### config.mk
export PLATFORM = sky130hd
export DESIGN_NAME = rbab_div
export DESIGN_NICKNAME = d
export VERILOG_FILES = /design/src/rbab_pkg.sv /design/src/rbab_div.sv
export SDC_FILE = /design/constraint.sdc
export NUM_CORES = 1
export LEC_CHECK = 0
export ABC_CLOCK_PERIOD_IN_PS = 3500
export BUFFER_PORTS_ARGS = -buffer_cell sky130_fd_sc_hd__buf_4
export CAP_MARGIN = 20
export CORE_MARGIN = 5
export CORE_UTILIZATION = 57
export CTS_CLUSTER_DIAMETER = 150
export DETAILED_ROUTE_END_ITERATION = 8
export PLACE_DENSITY_LB_ADDON = 0.3
export SYNTH_ARGS = -nofsm -noshare
export SYNTH_HDL_FRONTEND = slang
export SYNTH_SLANG_ARGS = --single-unit
### constraint.sdc
create_clock -name clk -period 3.5 [get_ports clk]
set_clock_uncertainty 0.15 [all_clocks]
set_input_delay 0.175 -clock clk [delete_from_list [all_inputs] [get_ports clk]]
set_output_delay 0.175 -clock clk [all_outputs]
set_load 0.05 [all_outputs]
### src/rbab_pkg.sv
// ----------------------------------------------------------------------------
// rbab_pkg
// Shared constants and types for the ROI block-average binning core.
// ----------------------------------------------------------------------------
`default_nettype none

package rbab_pkg;

    localparam int MAX_DIM_DEF    = 4096;
    localparam int MAX_BIN_DEF    = 64;
    localparam int PIXEL_BITS_DEF = 32;

    localparam int AVG_W  = 36;
    localparam int IDX_W  = 12;
    localparam int DIM_W  = 13;
    localparam int BINC_W = 7;
    localparam int ADDR_W = 5;
    localparam int DATA_W = 32;

    // register index, byte address = 4 * index
    localparam logic [2:0] REG_IMAGE_ROWS    = 3'd0;
    localparam logic [2:0] REG_IMAGE_COLS    = 3'd1;
    localparam logic [2:0] REG_ROI_ROW_START = 3'd2;
    localparam logic [2:0] REG_ROI_ROW_END   = 3'd3;
    localparam logic [2:0] REG_ROI_COL_START = 3'd4;
    localparam logic [2:0] REG_ROI_COL_END   = 3'd5;
    localparam logic [2:0] REG_BIN_SIZE      = 3'd6;

    localparam logic STATUS_OK  = 1'b0;
    localparam logic STATUS_ERR = 1'b1;

    typedef enum logic [3:0] {
        S_IDLE = 4'b0001,
        S_ADD  = 4'b0010,
        S_DIV  = 4'b0100,
        S_PUT  = 4'b1000
    } state_t;

endpackage

`default_nettype wire

### src/rbab_div.sv
// ----------------------------------------------------------------------------
// rbab_div
// Restoring signed / unsigned divider, one quotient bit per cycle,
// quotient truncated toward zero.
// ----------------------------------------------------------------------------
`default_nettype none

module rbab_div #(
    parameter int NUM_W = 50,
    parameter int DEN_W = 14
) (
    input  wire logic                    clk,
    input  wire logic                    rst_n,
    input  wire logic                    start,
    input  wire logic signed [NUM_W-1:0] dividend,
    input  wire logic        [DEN_W-1:0] divisor,
    output logic                         done,
    output logic signed [NUM_W-1:0]      quotient
);
    import rbab_pkg::*;

    localparam int CNT_W = $clog2(NUM_W + 1);

    logic [NUM_W-1:0] mag_reg, mag_next;
    logic [DEN_W:0]   rem_reg, rem_next, rem_sh;
    logic [DEN_W-1:0] den_reg;
    logic             neg_reg;
    logic [CNT_W-1:0] cnt_reg;
    logic             busy_reg, done_reg;
    logic             ge;

    always_comb
    begin
        rem_sh   = {rem_reg[DEN_W-1:0], mag_reg[NUM_W-1]};
        ge       = rem_sh >= {1'b0, den_reg};
        rem_next = ge ? rem_sh - {1'b0, den_reg} : rem_sh;
        mag_next = {mag_reg[NUM_W-2:0], ge};
    end

    always_ff @(posedge clk or negedge rst_n)
    begin
        if (!rst_n)
        begin
            busy_reg <= 1'b0;
            done_reg <= 1'b0;
            cnt_reg  <= '0;
        end
        else
        begin
            done_reg <= 1'b0;
            if (start)
            begin
                busy_reg <= 1'b1;
                cnt_reg  <= '0;
            end
            else if (busy_reg)
            begin
                cnt_reg <= cnt_reg + 1'b1;
                if (cnt_reg == CNT_W'(NUM_W - 1))
                begin
                    busy_reg <= 1'b0;
                    done_reg <= 1'b1;
                end
            end
        end
    end

    always_ff @(posedge clk)
    begin
        if (start)
        begin
            mag_reg <= dividend[NUM_W-1] ? (~dividend + 1'b1) : dividend;
            neg_reg <= dividend[NUM_W-1];
            den_reg <= divisor;
            rem_reg <= '0;
        end
        else if (busy_reg)
        begin
            mag_reg <= mag_next;
            rem_reg <= rem_next;
        end
    end

    assign done     = done_reg;
    assign quotient = neg_reg ? -$signed(mag_reg) : $signed(mag_reg);

`ifndef ASSERT_OFF
    a_done_after_busy: assert property (@(posedge clk) disable iff (!rst_n)
        done_reg |-> $past(busy_reg))
        else $error("divider done without a running division");
    a_no_restart: assert property (@(posedge clk) disable iff (!rst_n)
        busy_reg |-> !start)
        else $error("divider restarted while busy");
    a_rem_bound: assert property (@(posedge clk) disable iff (!rst_n)
        busy_reg && !$past(start) |-> rem_reg < {1'b0, den_reg})
        else $error("partial remainder not below divisor");
`endif

endmodule

`default_nettype wire

==> metrics.md <==
| Metric | Value |
|---|---|
| Outcome | `complete, no violations` |
| Multi-input gate area | `0.00379 mm2` |
| CTS H-Tree Depth | `3` |
| Fin util | `72.6%` |
| CP Launch Point | `mag_reg[17]$_DFFE_PP_` |
| Worst Tran Pin Value | `684 ps` |
| Via count | `5803` |
| Slew Limit Fails | `0` |
| Synth Register Bits | `87` |
| Synth top area share | `30.5%` |
| Setup crit start kind | `flop` |
| DRT iter0 DRCs | `509` |
| Gr ovfl total | `0` |
| CTS root buf | `clkbuf_16` |
| Placed Area | `0.00742 mm2` |
| Count of final hold-check violations | `0` |
| Post-synth top flop | `edfxtp_1` |
| Ant. Diodes | `0` |
| Die extent in x | `116 um` |
| Post-synthesis average cell area | `9.12 um2` |
| Core box area | `0.0109 mm2` |
| Initial antenna violation count | `0` |
| Cell Rows | `38` |
| Cell Pwr Density | `536 mW/mm2` |
| Critical path class | `reg2out` |
| DRC | `0` |
| Yosys cell types | `70` |
| Wire per inst | `16.8 um` |
| Die ar. | `0.0135 mm2` |
| Post-synth EDFFs | `65` |
| Num ports | `118` |
| FF+latch area | `0.00243 mm2` |
| Clock latency on the worst-skew pair | `340 ps` |
| Final-stage net count | `915` |
| Largest area contributor in the netlist | `edfxtp_1` |
| Crit. End Element | `output pin` |
| Die Span Y | `116 um` |
| RR Startpoint | `mag_reg[49]$_DFFE_PP_` |
| Port-buffer cells | `117` |
| Top post-synthesis cells by area | `edfxtp_1 30%, xnor2_1 7.8%, xor2_1 6.7%` |
| R2R cell count | `10` |
| TritonRoute pass-1 iters | `5` |
| Starting Density | `58.6%` |
| Most frequent cells in the layout | `133 x buf_4, 72 x nor2_1, 65 x nand2_1, 65 x edfxtp_1, 59 x a21oi_1` |
| Min Clock Period, post-route | `3430 ps` |
| Vias in the first global route | `5618` |
| Clock Sinks | `87` |
| Max reg flops | `50` |
| R2r endpoint | `rem_reg[5]$_SDFFE_PP0P_` |
| Final Setup Violations | `0` |
| Final instance area | `0.00794 mm2` |
| Antenna Nets Post-Route | `0` |
| Crit share post-route | `97.9%` |
| Fill count | `791` |
| Routed vias/inst | `5.96` |
| Max clock buf depth | `2` |
| Ys Warns | `0` |
| Reg clk slew, reported paths | `60 ps` |
| Commonest non-fill, non-tap cell in the layout | `buf_4` |
| HPWL Detailed | `12.0 mm` |
| Leak Pwr | `3.12 nW` |
| Mapped Cells | `702` |
| Max Cap Viol | `0` |
| IR drop worst, VDD | `0.345 mV` |
| Crit path DAT | `3100 ps` |
| Net Count, Synth | `789` |
| Crit-path max FO | `5` |
| Pin count of the biggest net entering global routing | `52` |
| Layout cell share with drive strength beyond 1 | `22.2%` |
| Synthesized area | `0.00640 mm2` |
| FF-to-FF setup slack | `600 ps` |
| Total Routed Length | `16.4 mm` |
| Fraction of registers with async set or reset after synthesis | `9.20%` |
| Total CTS buffers | `9` |
| Synthesis-to-layout area growth | `23.9%` |
| Gr usage total | `24.4%` |
| Rel. slew slack | `54.4%` |
| Fmax | `292 MHz` |
| CTS tree | `built` |
| Post-synthesis sequential area ratio | `38.0%` |
| Worst EP required | `3170 ps` |
| GP Congestion | `0.925` |
| Min-delay worst type | `in2async` |
| Setup crit end | `quotient[37]` |
| Global-route wire length before repair | `26.4 mm` |
## power breakdown
part	total, mW	leakage, nW	switching [mW]	internal (mW)
registers	1.47	0.878	0.184	1.29
clock network	0.934	0.142	0.397	0.538
logic	1.84	2.10	1.14	0.707
## final cells by class
type                       instances  share of cell area [%]
sequential                        87                    30.6
tap                              140                    2.21
clock buffer                      13                    3.41
inverter                          27                    1.28
timing repair buffer             148                    14.5
multi-input combinational        555                    47.8
clock inverter                     3                   0.221
## worst min path at each step
stage / from / endpoint / slack, ps / cells past startpoint
after floorplan: rst_n / busy_reg$_DFF_PN0_ / -270 / 0
after global placement: rst_n / done$_DFF_PN0_ / -160 / 1
after detailed placement: rst_n / done$_DFF_PN0_ / -150 / 1
after CTS: rst_n / cnt_reg[0]$_DFFE_PN0P_ / 40 / 2
after global routing: rst_n / done$_DFF_PN0_ / 60 / 2
final: rst_n / cnt_reg[5]$_DFFE_PN0P_ / 40 / 2
## per-layer routing
metal | share of wire [%] | up-vias | global-route usage [%] | wire, um
met2 | 50 | 236 | 42.1 | 8180
met1 | 41 | 2712 | 31.1 | 6690
met5 | 0 | - | 0 | 0
met4 | 2.4 | 0 | 9.05 | 391
li1 | - | 2819 | - | -
met3 | 6.7 | 36 | 3.76 | 1100
## timing repair
item,CTS,global route
hold buffers,15,0
setup buffers,0,4
gates resized for setup,0,11
endpoints found under the hold margin,22,0
endpoints found under the setup margin,0,13
## kinds of logic after synthesis
| group | after synthesis | synth area share [%] |
|---|---|---|
| AO/OA/AOI/OAI | 179 | 18.7 |
| XOR/XNOR | 106 | 14.5 |
| adder cells (fa/ha/maj) | 20 | 4.02 |
| buffers and inverters | 60 | 3.63 |
| flip-flops | 87 | 38.0 |
| multiplexers | 10 | 1.70 |
| AND/OR/NAND/NOR | 240 | 19.5 |
## worst max-delay path, stage by stage (launching register included)
cell	delay, ps
edfxtp_1	450
or4_4	600
nor4_4	310
nand3_2	150
nor4_4	230
buf_4	180
nand2_1	110
o31ai_1	330
xnor2_1	170
buf_4	220
## Yosys cell counts, types with 3 or more instances
library cell / number
a31oi_1: 4
o21ai_0: 33
o2111ai_1: 3
inv_1: 27
a21o_1: 3
nor2b_1: 4
o41ai_1: 5
mux2_2: 7
dfrtp_1: 8
or4_4: 3
ha_1: 19
nand4_1: 5
edfxtp_1: 65
o211ai_1: 6
nor2_1: 73
mux2i_1: 3
buf_2: 3
xor2_1: 49
clkbuf_1: 28
nand2_1: 65
xnor2_1: 57
nand3_1: 7
o31ai_1: 27
nand2b_1: 14
a311oi_1: 9
a211oi_1: 4
nor3_1: 16
o41ai_2: 3
dfxtp_1: 14
a21oi_1: 59
or3_1: 14
nor4_1: 10
o21a_1: 5
or4_1: 6
## stage by stage
step	hold WS [ps]	setup slack [ps]	TNS, ps	power (mW)	cells
after floorplan	-271	358	0	2.77	702
after global placement	-156	533	0	3.24	938
after detailed placement	-153	426	0	3.29	938
after CTS	35.1	54.5	0	4.24	969
after global routing	58.6	-97.2	-172	4.48	973
final	39.5	73.2	0	4.25	973
No activity file was read; power rests on OpenSTA's default activity.
